File: src/design/cffd_pkg.sv
// Package for the CFF DICT token decoder: token kinds, byte codes and payload types.
// No dependencies; the top module imports it.
`default_nettype none

package cffd_pkg;

  // Token kinds on the result channel.
  localparam logic [1:0] KIND_OPERAND  = 2'd0;
  localparam logic [1:0] KIND_OPERATOR = 2'd1;
  localparam logic [1:0] KIND_ERROR    = 2'd2;

  // Lead bytes with a special meaning.
  localparam logic [7:0] BYTE_ESCAPE   = 8'd12;
  localparam logic [7:0] BYTE_INT16    = 8'd28;
  localparam logic [7:0] BYTE_INT32    = 8'd29;
  localparam logic [7:0] BYTE_REAL     = 8'd30;
  localparam logic [7:0] BYTE_SHORT_LO = 8'd32;
  localparam logic [7:0] BYTE_SHORT_HI = 8'd246;
  localparam logic [7:0] BYTE_POS2_LO  = 8'd247;
  localparam logic [7:0] BYTE_POS2_HI  = 8'd250;
  localparam logic [7:0] BYTE_NEG2_LO  = 8'd251;
  localparam logic [7:0] BYTE_NEG2_HI  = 8'd254;
  localparam logic [7:0] BYTE_RESERVED = 8'd255;

  // Offsets of the integer encodings.
  localparam logic [7:0]  SHORT_BIAS = 8'd139;
  localparam logic [10:0] TWO_BIAS   = 11'd108;

  // Number of trailing operand bytes for each multi-byte lead.
  localparam logic [2:0] LEN_INT16 = 3'd2;
  localparam logic [2:0] LEN_INT32 = 3'd4;
  localparam logic [2:0] LEN_TWO   = 3'd1;

  // One result token.
  typedef struct packed {
    logic [1:0]         token_kind;
    logic signed [31:0] operand_value;
    logic [8:0]         operator_code;
    logic               dict_done;
  } token_t;

endpackage

`default_nettype wire

File: src/design/cffd_if.sv
// Handshake channel interfaces for the CFF DICT token decoder.
// No dependencies: one interface for the byte stream and one for tokens.
`default_nettype none

interface cffd_in_if;
  logic       valid;
  logic       ready;
  logic [7:0] data_byte;
  logic       end_of_data;

  modport source (output valid, output data_byte, output end_of_data, input ready);
  modport sink (input valid, input data_byte, input end_of_data, output ready);
endinterface

interface cffd_out_if;
  logic               valid;
  logic               ready;
  logic [1:0]         token_kind;
  logic signed [31:0] operand_value;
  logic [8:0]         operator_code;
  logic               dict_done;

  modport source (output valid, output token_kind, output operand_value,
                  output operator_code, output dict_done, input ready);
  modport sink (input valid, input token_kind, input operand_value,
                input operator_code, input dict_done, output ready);
endinterface

`default_nettype wire

File: src/design/cff_dict_token_decoder_top.sv
// CFF DICT token decoder: one DICT byte per transfer in, at most one token out.
// A token is registered to the output in the cycle after the byte that completes it.
// One byte per cycle if the output register is empty or taken in that same cycle.
// The per-byte state update and token build is one combinational pass into that register.
// Reset (synchronous, rst_n low) clears the decode state and empties the output register.
// Depends on cffd_pkg and the channel interfaces in cffd_if.sv.
`default_nettype none

module cff_dict_token_decoder_top
  import cffd_pkg::*;
(
  input  wire           clk,
  input  wire           rst_n,
  cffd_in_if.sink       in_ch,
  cffd_out_if.source    out_ch
);

  // Decode state.
  logic [2:0]  bytes_left_r, bytes_left_nxt;
  logic [7:0]  lead_byte_r, lead_byte_nxt;
  logic [31:0] value_accum_r, value_accum_nxt;
  logic        escape_r, escape_nxt;

  // Output register.
  logic        out_valid_r;
  token_t      out_tok_r;

  // Per-byte decode results.
  logic        emit;
  token_t      tok;

  logic        in_xfer;
  logic [7:0]  b;
  logic        last;
  logic [2:0]  left_dec;
  logic [31:0] accum_shift;
  logic [1:0]  two_hi;
  logic [10:0] two_mag;
  logic [7:0]  short_val;

  // The output register takes a new token whenever it is empty or being drained.
  assign in_ch.ready = !out_valid_r || out_ch.ready;
  assign in_xfer     = in_ch.valid && in_ch.ready;
  assign b           = in_ch.data_byte;
  assign last        = in_ch.end_of_data;

  // Datapath pieces used by the decode branches.
  assign left_dec    = bytes_left_r - 3'd1;
  assign accum_shift = {value_accum_r[23:0], b};
  assign two_hi      = (lead_byte_r <= BYTE_POS2_HI) ? 2'(lead_byte_r - BYTE_POS2_LO)
                                                     : 2'(lead_byte_r - BYTE_NEG2_LO);
  assign two_mag     = {1'b0, two_hi, b} + TWO_BIAS;
  assign short_val   = b - SHORT_BIAS;

  // Decode one byte: next state and the token it produces, if any.
  always_comb begin
    bytes_left_nxt  = bytes_left_r;
    lead_byte_nxt   = lead_byte_r;
    value_accum_nxt = value_accum_r;
    escape_nxt      = escape_r;
    emit            = 1'b0;
    tok             = '0;
    tok.dict_done   = last;

    if (escape_r) begin
      // Second byte of an escaped operator.
      escape_nxt         = 1'b0;
      bytes_left_nxt     = '0;
      lead_byte_nxt      = '0;
      value_accum_nxt    = '0;
      emit               = 1'b1;
      tok.token_kind     = KIND_OPERATOR;
      tok.operator_code  = {1'b1, b};
    end else if (bytes_left_r != 3'd0) begin
      // Trailing byte of a multi-byte operand.
      bytes_left_nxt = left_dec;
      if (lead_byte_r >= BYTE_POS2_LO && lead_byte_r <= BYTE_NEG2_HI) begin
        bytes_left_nxt  = '0;
        lead_byte_nxt   = '0;
        value_accum_nxt = '0;
        emit            = 1'b1;
        tok.token_kind  = KIND_OPERAND;
        if (lead_byte_r <= BYTE_POS2_HI) begin
          tok.operand_value = 32'(signed'({1'b0, two_mag}));
        end else begin
          tok.operand_value = -32'(signed'({1'b0, two_mag}));
        end
      end else begin
        value_accum_nxt = accum_shift;
        if (left_dec == 3'd0) begin
          lead_byte_nxt   = '0;
          value_accum_nxt = '0;
          emit            = 1'b1;
          tok.token_kind  = KIND_OPERAND;
          if (lead_byte_r == BYTE_INT16) begin
            tok.operand_value = 32'(signed'(accum_shift[15:0]));
          end else begin
            tok.operand_value = signed'(accum_shift);
          end
        end else if (last) begin
          // Data ended inside the operand.
          bytes_left_nxt  = '0;
          lead_byte_nxt   = '0;
          value_accum_nxt = '0;
          emit            = 1'b1;
          tok.token_kind  = KIND_ERROR;
        end
      end
    end else if (b >= BYTE_SHORT_LO && b <= BYTE_SHORT_HI) begin
      // One-byte operand.
      emit              = 1'b1;
      tok.token_kind    = KIND_OPERAND;
      tok.operand_value = 32'(signed'(short_val));
    end else if (b == BYTE_REAL || b == BYTE_RESERVED) begin
      // Real numbers and the reserved byte are not decoded.
      emit           = 1'b1;
      tok.token_kind = KIND_ERROR;
    end else if (b >= BYTE_POS2_LO || b == BYTE_INT16 || b == BYTE_INT32 ||
                 b == BYTE_ESCAPE) begin
      // Start of a multi-byte token.
      if (last) begin
        emit           = 1'b1;
        tok.token_kind = KIND_ERROR;
      end else if (b == BYTE_ESCAPE) begin
        escape_nxt = 1'b1;
      end else begin
        lead_byte_nxt   = b;
        value_accum_nxt = '0;
        if (b == BYTE_INT16) begin
          bytes_left_nxt = LEN_INT16;
        end else if (b == BYTE_INT32) begin
          bytes_left_nxt = LEN_INT32;
        end else begin
          bytes_left_nxt = LEN_TWO;
        end
      end
    end else begin
      // Remaining low bytes are single-byte operators.
      emit              = 1'b1;
      tok.token_kind    = KIND_OPERATOR;
      tok.operator_code = {1'b0, b};
    end
  end

  // Decode state advances on each input transfer.
  always_ff @(posedge clk) begin
    if (!rst_n) begin
      bytes_left_r  <= '0;
      lead_byte_r   <= '0;
      value_accum_r <= '0;
      escape_r      <= 1'b0;
    end else if (in_xfer) begin
      bytes_left_r  <= bytes_left_nxt;
      lead_byte_r   <= lead_byte_nxt;
      value_accum_r <= value_accum_nxt;
      escape_r      <= escape_nxt;
    end
  end

  // Output register: loaded by a byte that yields a token, emptied on transfer.
  always_ff @(posedge clk) begin
    if (!rst_n) begin
      out_valid_r <= 1'b0;
    end else if (in_xfer) begin
      out_valid_r <= emit;
    end else if (out_ch.ready) begin
      out_valid_r <= 1'b0;
    end
  end

  always_ff @(posedge clk) begin
    if (in_xfer && emit) begin
      out_tok_r <= tok;
    end
  end

  assign out_ch.valid         = out_valid_r;
  assign out_ch.token_kind    = out_tok_r.token_kind;
  assign out_ch.operand_value = out_tok_r.operand_value;
  assign out_ch.operator_code = out_tok_r.operator_code;
  assign out_ch.dict_done     = out_tok_r.dict_done;

endmodule

`default_nettype wire
File: src/flat_wrapper.sv
// flat-port wrapper written by rule: the top's interface ports become plain ports
module cff_dict_token_decoder_top_flat import cffd_pkg::*;
  (clk, rst_n, in_ch_valid, in_ch_data_byte, in_ch_end_of_data, in_ch_ready, out_ch_valid, out_ch_token_kind, out_ch_operand_value, out_ch_operator_code, out_ch_dict_done, out_ch_ready);
  cffd_in_if in_ch_i ();
  cffd_out_if out_ch_i ();
  input  wire clk;
  input  wire rst_n;
  input wire logic [$bits(in_ch_i.valid)-1:0] in_ch_valid;
  input wire logic [$bits(in_ch_i.data_byte)-1:0] in_ch_data_byte;
  input wire logic [$bits(in_ch_i.end_of_data)-1:0] in_ch_end_of_data;
  output wire logic [$bits(in_ch_i.ready)-1:0] in_ch_ready;
  output wire logic [$bits(out_ch_i.valid)-1:0] out_ch_valid;
  output wire logic [$bits(out_ch_i.token_kind)-1:0] out_ch_token_kind;
  output wire logic [$bits(out_ch_i.operand_value)-1:0] out_ch_operand_value;
  output wire logic [$bits(out_ch_i.operator_code)-1:0] out_ch_operator_code;
  output wire logic [$bits(out_ch_i.dict_done)-1:0] out_ch_dict_done;
  input wire logic [$bits(out_ch_i.ready)-1:0] out_ch_ready;
  assign in_ch_i.valid = in_ch_valid;
  assign in_ch_i.data_byte = in_ch_data_byte;
  assign in_ch_i.end_of_data = in_ch_end_of_data;
  assign in_ch_ready = in_ch_i.ready;
  assign out_ch_valid = out_ch_i.valid;
  assign out_ch_token_kind = out_ch_i.token_kind;
  assign out_ch_operand_value = out_ch_i.operand_value;
  assign out_ch_operator_code = out_ch_i.operator_code;
  assign out_ch_dict_done = out_ch_i.dict_done;
  assign out_ch_i.ready = out_ch_ready;
  cff_dict_token_decoder_top u_core (.clk(clk), .rst_n(rst_n), .in_ch(in_ch_i), .out_ch(out_ch_i));
endmodule
File: config.mk
export PLATFORM = sky130hd
export DESIGN_NAME = cff_dict_token_decoder_top_flat
export DESIGN_NICKNAME = d
export VERILOG_FILES = /design/src/design/cffd_pkg.sv /design/src/design/cffd_if.sv /design/src/design/cff_dict_token_decoder_top.sv /design/src/flat_wrapper.sv
export SDC_FILE = /design/constraint.sdc
export NUM_CORES = 1
export LEC_CHECK = 0
export ABC_CLOCK_PERIOD_IN_PS = 10700
export BUFFER_PORTS_ARGS = -buffer_cell sky130_fd_sc_hd__buf_2
export CORE_MARGIN = 5
export CORE_UTILIZATION = 45
export DETAILED_ROUTE_END_ITERATION = 6
export GPL_TIMING_DRIVEN = 0
export PLACE_DENSITY_LB_ADDON = 0.1
export SETUP_SLACK_MARGIN = 0.4
export SLEW_MARGIN = 20
export SYNTH_ARGS = -nofsm -noshare
export SYNTH_HDL_FRONTEND = slang
export SYNTH_SLANG_ARGS = --single-unit
File: constraint.sdc
create_clock -name clk -period 10.7 [get_ports clk]
set_input_delay 0.535 -clock clk [delete_from_list [all_inputs] [get_ports clk]]
set_output_delay 0.535 -clock clk [all_outputs]
set_load 0.01 [all_outputs]
==> results.md, run 1 <==
* Buffers on Ports at 55
* Final setup fails at 0
* Worst Tran Pin Value at 0.950 ns
* CP Data Arrival Time at 3.33 ns
* Initial Utilization at 0.466
* TritonCTS clock tree: built
* Fillers at 880
* Area of the multi-input gates at 2120 µm²
* Commonest non-fill, non-tap cell in the layout: buf_2
* CTS buffer count at 9
* Worst-skew pair later-pin latency at 0.36 ns
* Std cell rows at 35
* Placed Instances at 635
* Pleak at 1.82 nW
* Post-layout min period at 3.27 ns
* Initial antenna violation count at 0
* H-tree depth at 3
* Clock Root Buffer: clkbuf_8
* Via count at 3619
* Drt wl/cell at 16.7 µm
* Post-route cell area at 5030 µm²
* Synthesized flop and latch total at 81
* Post-route clock skew at 0.0158 ns
* RePlAce Congestion at 0.926
* Layout cell share with drive strength beyond 1 at 0.176
* Largest net degree at the start of global routing at 31
* CP dominant cell by count: o21ai_0
* Unrepaired setup endpoints after global routing: false
* Critical Path End Type: register
* Register area at 2060 µm²
* Yosys warns at 0
* Top Family by Delay on Critical Path: compound AO/OA/AOI/OAI gates
* Most used DFF post-synth: edfxtp_1
* Commonest non-fill, non-tap cells in the layout: buf_2, nand2_1, o21ai_0
* Post-DRT Antenna Nets at 0
* Clock transition at the registers of the reported paths at 0.09 ns
* Slowest-stage cell, CP: a21oi_1
* Antenna diode count at 0
* Crit-path max cell delay at 0.53 ns
* Drt first pass iters at 5
* Hold Buf Count CTS at 0
* Fin nets at 546
* Cell Chain, Critical Path: buf_2, clkbuf_1, inv_1, ha_1, nor2b_1, a32o_1, nor3b_1, o21ai_0, a21oi_1, o21ai_0
* Area of the die at 11700 µm²
* Setup TNS at 0 ns
* Worst setup margin at 7.43 ns
* Slew Limit Fails at 0
* Post-synth cell types at 61
* I/O pin cnt at 59
* Routed WL at 10800 µm
* Max-cap violations at 0
* First-iteration detailed-routing DRC count at 227
* Max VDD drop at 0.0812 mV
* Post-Layout Cell Count at 651
* Synthesized Nets at 479
* Overall power at 0.659 mW
* Post-synthesis sequential area ratio at 0.474
* DPL Wire Length at 8010 µm
* Die span in y at 108 µm
* Critical path class: input port to register
* Post-Synthesis Cells at 450
* Worst min-delay path class: input port to register
* Netlist area before placement at 4350 µm²
* PD cells at 131 nW/µm²
* Relative slew margins at 0.361
* Crit path launch type: input port
* Hold violation count in the final report at 0
* Worst Path Max Fanout at 10
* Wire length of the first global-routing pass at 18000 µm
* Syn_area_per_cell at 9.66 µm²
* TritonCTS sink count at 81
* DRC Markers at 0
* Post-CTS sizing at 0
* Vias per cell at 5.56
* Grt ovf at 0
* CTS max path bufs at 2
* Area Growth Syn to Fin at 15.7%
* Setup bufs post-CTS at 0
* Buffers & Inverters on Critical Path at 3
* Final period util at 0.306
* All-layer global routing usage at 0.193
* Vias in the first global route at 3451
* Max Freq at 306 MHz
* DIE WIDTH at 108 µm
* Dpl cell area at 4810 µm²
* Place WS at 7.18 ns
* Post-synth ARST share at 0
* CORE AREA at 9330 µm²
* Status: completed
* Post-synth EDFFs at 44
* Required @ worst endpoint at 10.76 ns
[synth_stat cells, types with 4 or more instances]
library cell,number,area [µm²]
or3_1,5,31.3
o21ai_1,6,30.0
ha_1,16,200
a22o_1,7,61.3
inv_1,13,48.8
and2_1,10,62.6
o211ai_1,4,30.0
nand2_1,57,214
buf_1,4,15.0
a31oi_1,5,31.3
edfxtp_1,44,1320
xnor2_1,9,78.8
a21oi_1,20,100
nor2b_1,6,37.5
nand3_1,32,160
nor3_1,6,30.0
buf_2,6,30.0
mux2i_1,16,160
a21o_1,4,30.0
dfxtp_1,37,741
o21ai_0,47,235
clkbuf_1,18,67.6
nor2_1,13,48.8
[worst paths after layout]
| check | slack [ns] | cells past startpoint | endpoint | start |
|---|---|---|---|---|
| setup / recovery | 7.43 | 10 | u_core.out_ch.operand_value[18] | in_ch_data_byte[3] |
| hold / removal | 0.47 | 1 | u_core.out_ch.dict_done | in_ch_end_of_data |
| setup reg to reg | 7.74 | 7 | u_core.out_ch.operand_value[8] | u_core.lead_byte_r[1] |
| hold reg to reg | 0.48 | 2 | u_core.value_accum_r[11] | u_core.value_accum_r[3] |
[stage by stage]
stage	util	hold WS, ns
final	0.539	0.467
after global placement	0.513	0.457
after floorplan	-	0.443
after detailed placement	0.516	0.464
after CTS	0.538	0.443
after global routing	0.539	0.450
[layer usage]
layer / up-vias / global-route usage / part of all wire
met4: 0 / 0.0532 / 0.012
met1: 1687 / 0.289 / 0.50
met5: - / 0 / 0
met3: 16 / 0.0293 / 0.062
met2: 118 / 0.290 / 0.43
li1: 1798 / - / -
[cells by family (layout without fill, tap and decap cells)]
logic type      count (synthesis)  in the layout  synth area share
buf+inv                        42            114            0.0397
xor+xnor                       11             11            0.0222
flops                          81             81             0.474
mux                            16             16            0.0368
fa+ha+maj                      16             16            0.0461
simple gates                  155            155             0.189
compound gates                129            129             0.192
[area by class of cell]
type | instances | area share
inverter | 13 | 0.00971
clock inverter | 7 | 0.0174
multi-input combinational | 327 | 0.423
timing repair buffer | 56 | 0.0587
clock buffer | 9 | 0.0246
sequential | 81 | 0.410
tap | 129 | 0.0321
buffer | 29 | 0.0246
[flip-flops by register name (all words and copies together) (netlist names)]
signal	cells
u_core.out_ch.operand_value	32
u_core.value_accum_r	24
u_core.out_ch.operator_code	9
u_core.lead_byte_r	8
u_core.bytes_left_r	3
u_core.out_ch.token_kind	2
u_core.escape_r	1
u_core.out_ch.dict_done	1
u_core.out_ch.valid	1
[where the power goes]
group          internal, mW  switching (mW)
clock network         0.113           0.126
registers             0.344         0.00256
logic                0.0262          0.0472
total                 0.483           0.176
No activity file was read; power rests on OpenSTA's default activity.
==> run 2: changes to the inputs <==
--- a/config.mk
+++ b/config.mk
@@ -5,7 +5,8 @@
 export SDC_FILE = /design/constraint.sdc
 export NUM_CORES = 1
 export LEC_CHECK = 0
-export ABC_CLOCK_PERIOD_IN_PS = 10700
+export ABC_AREA = 1
+export ABC_CLOCK_PERIOD_IN_PS = 3200
 export BUFFER_PORTS_ARGS = -buffer_cell sky130_fd_sc_hd__buf_2
 export CORE_MARGIN = 5
 export CORE_UTILIZATION = 45
==> constraint.sdc (replaced) <==
create_clock -name clk -period 3.2 [get_ports clk]
set_input_delay 0.16 -clock clk [delete_from_list [all_inputs] [get_ports clk]]
set_output_delay 0.16 -clock clk [all_outputs]
set_load 0.01 [all_outputs]
==> results.md, run 2 <==
* Crit-path max cell delay at 0.41 ns (was 0.53 ns)
* Wire length of the first global-routing pass at 19600 µm (was 18000 µm)
* Main area contributors after synthesis: edfxtp_1, dfxtp_1, nand2_1, nor2_1, inv_1 (was edfxtp_1, dfxtp_1, o21ai_0, nand2_1, ha_1)
* Post-layout min period at 2.31 ns
* Std cell rows at 37 (was 35)
* Yosys warns at 0 (unchanged)
* Unrepaired setup endpoints after global routing: false (unchanged)
* All-layer global routing usage at 0.189 (was 0.193)
* Initial antenna violation count at 0 (unchanged)
* Largest net degree at the start of global routing at 40 (was 31)
* Worst Tran Pin Value at 0.616 ns (was 0.950 ns)
* Setup bufs post-CTS at 0 (unchanged)
* Clock Root Buffer: clkbuf_8 (unchanged)
* Layout cell share with drive strength beyond 1 at 0.171 (was 0.176)
* Final period util at 0.722
* Final setup fails at 0 (unchanged)
* Post-synth cell types at 38 (was 61)
* Post-synth top cells: nand2_1, nor2_1, inv_1 (was nand2_1, o21ai_0, edfxtp_1)
* Hold Buf Count CTS at 0 (unchanged)
* Max VDD drop at 0.239 mV (was 0.0812 mV)
* Fin nets at 745 (was 546)
* RePlAce Congestion at 0.879 (was 0.926)
* Pleak at 2.53 nW (was 1.82 nW)
* Flop2flop setup slack at 0.89 ns (was 7.74 ns)
* Fillers at 1048 (was 880)
* Netlist area before placement at 4810 µm² (was 4350 µm²)
* Grt ovf at 0 (unchanged)
* Slowest-stage cell, CP: nor4b_4 (was a21oi_1)
* Critical Path End Type: register (unchanged)
* Die span in y at 113 µm (was 108 µm)
* TritonCTS sink count at 81 (unchanged)
* Clock transition at the registers of the reported paths at 0.09 ns (about the same)
* Post-CTS sizing at 0 (unchanged)
* WL met2 at 5170 µm (was 4610 µm)
* RR Startpoint: u_core.lead_byte_r[0] (was u_core.lead_byte_r[1])
* Hold endpoint: u_core.out_ch.dict_done (unchanged)
* Crit path launch type: register (was input port)
* Status: completed (unchanged)
* Worst min-delay path class: input port to register (unchanged)
* First-iteration detailed-routing DRC count at 249 (was 227)
* CP Data Arrival Time at 2.54 ns (was 3.33 ns)
* Hold Crit Start: in_ch_end_of_data (unchanged)
* Initial Utilization at 0.464 (was 0.466)
* Most used DFF post-synth: edfxtp_1 (unchanged)
* Largest area contributor in the netlist: edfxtp_1 (unchanged)
* Worst-skew pair later-pin latency at 0.36 ns (about the same)
* Metal3 WL at 643 µm (was 673 µm)
* Buffers on Ports at 55 (unchanged)
* Drt wl/cell at 13.6 µm (was 16.7 µm)
* DPL Wire Length at 8870 µm (was 8010 µm)
* PD cells at 514 nW/µm² (was 131 nW/µm²)
* R2r worst-path depth at 11 (was 7)
* Vias per cell at 4.93 (was 5.56)
* Routed WL at 11600 µm (was 10800 µm)
* Placed Instances at 841 (was 635)
* I/O pin cnt at 59 (unchanged)
* CTS buffer count at 9 (unchanged)
* H-tree depth at 3 (unchanged)
* Commonest non-fill, non-tap cell in the layout: nand2_1 (was buf_2)
* Post-DRT Antenna Nets at 0 (unchanged)
* Most numerous cell in the Yosys netlist: nand2_1 (unchanged)
* WHS at 0.0521 ns (was 0.467 ns)
* Max Freq at 433 MHz
* Drt first pass iters at 4 (was 5)
* Post-synth EDFFs at 44 (unchanged)
* CTS max path bufs at 2 (unchanged)
* Slew Limit Fails at 0 (unchanged)
* Commonest non-fill, non-tap cells in the layout: nand2_1, nor2_1, buf_2 (was buf_2, nand2_1, o21ai_0)
* Area of the die at 12900 µm² (was 11700 µm²)
* Post-route clock skew at 0.00713 ns (was 0.0158 ns)
* Via count at 4222 (was 3619)
* Post-route cell area at 5490 µm² (was 5030 µm²)
* TritonCTS clock tree: built (unchanged)
* Max FFs per register at 32 (unchanged)
* Reg2reg end: u_core.out_ch.operand_value[29] (was u_core.out_ch.operand_value[8])
* Setup TNS at 0 ns (unchanged)
* Worst Path Max Fanout at 10 (unchanged)
* DRC Markers at 0 (unchanged)
* Post-Layout Cell Count at 857 (was 651)
* Post-synth ARST share at 0 (unchanged)
* Post-Route Utilization at 0.530 (was 0.539)
* CP dominant cell by count: nand2_1 (was o21ai_0)
* Highest layer used for signal routing: met4 (unchanged)
* Synthesized Nets at 678 (was 479)
* Synthesized flop and latch total at 81 (unchanged)
* Antenna diode count at 0 (unchanged)
* Cell Chain, Critical Path: inv_1, ha_1, nand2_1, nor4b_4, nand2_1, clkbuf_2, o21ai_0, nand2_1, nand2_1, nand2_1, nand2_1 (was buf_2, clkbuf_1, inv_1, ha_1, nor2b_1, a32o_1, nor3b_1, o21ai_0, a21oi_1, o21ai_0)
* Required @ worst endpoint at 3.43 ns (was 10.76 ns)
* Relative slew margins at 0.588 (was 0.361)
* Area Growth Syn to Fin at 14.2% (was 15.7%)
* Hold depth at 1 (unchanged)
* Dpl cell area at 5280 µm² (was 4810 µm²)
* Critical path class: register to register (was input port to register)
* Post-Synthesis Cells at 649 (was 450)
* Post-synthesis sequential area ratio at 0.428 (was 0.474)
* Yosys top cell area share at 0.275 (was 0.304)
* Metal-1 WL at 5620 µm (was 5430 µm)
* Hold violation count in the final report at 0 (unchanged)
* Syn_area_per_cell at 7.41 µm² (was 9.66 µm²)
* CORE AREA at 10400 µm² (was 9330 µm²)
* DIE WIDTH at 113 µm (was 108 µm)
* Vias in the first global route at 4016 (was 3451)
* Max-cap violations at 0 (unchanged)
==> run 2: area by class of cell <==
class / instances / area, µm² / share of cell area
clock inverter: 7 / 92.6 / 0.0169
clock buffer: 9 / 124 / 0.0225
multi-input combinational: 474 / 2320 / 0.422
timing repair buffer: 56 / 295 / 0.0537
buffer: 25 / 158 / 0.0287
sequential: 81 / 2060 / 0.375
tap: 136 / 170 / 0.0310
inverter: 69 / 272 / 0.0494
==> run 2: routing by layer <==
metal,vias up,GRT usage
li1,2211,-
met5,-,0
met2,102,0.297
met1,1897,0.270
met3,12,0.0244
met4,0,0.0657
==> run 2: cells by family after synthesis <==
logic type | count (synthesis) | share of synthesized area
AND/OR/NAND/NOR | 371 | 0.340
flip-flops | 81 | 0.428
AO/OA/AOI/OAI | 82 | 0.0920
adder cells (fa/ha/maj) | 16 | 0.0416
buffers and inverters | 94 | 0.0892
XOR/XNOR | 5 | 0.00910
==> run 2: worst max path at each step <==
stage / from / to / slack [ns] / depth (start not counted)
3_3_place_gp: in_ch_data_byte[0] / u_core.out_ch.operand_value[25] / 0.12 / 12
3_5_place_dp: in_ch_data_byte[2] / u_core.out_ch.operand_value[10] / 0.67 / 17
5_1_grt: u_core.lead_byte_r[0] / u_core.out_ch.operand_value[10] / 0.65 / 11
4_1_cts: u_core.lead_byte_r[0] / u_core.out_ch.operand_value[10] / 0.94 / 11
2_1_floorplan: u_core.bytes_left_r[0] / u_core.out_ch.dict_done / 0.70 / 11
6_report: u_core.lead_byte_r[0] / u_core.out_ch.operand_value[29] / 0.89 / 11
==> run 2: power by group <==
group          leakage [nW]  internal (mW)  switching (mW)
Sequential            0.738           1.25          0.0504
Clock                 0.105          0.438           0.385
Combinational          1.68          0.232           0.463
==> run 2: critical path: cells and delay by family, from the launching register on <==
| kind | cells | cell delay (ns) |
|---|---|---|
| compound gates | 1 | 0.17 |
| simple gates | 7 | 1.00 |
| fa+ha+maj | 1 | 0.22 |
| flops | 1 | 0.38 |
| buf+inv | 2 | 0.41 |
==> run 2: per-stage QoR <==
| stage | total power, mW | setup WS [ns] |
|---|---|---|
| floorplan | 1.80 | 0.701 |
| global placement | 2.01 | 0.116 |
| detailed placement | 2.02 | 0.668 |
| CTS | 2.84 | 0.943 |
| global route | 2.99 | 0.651 |
| finish | 2.82 | 0.889 |
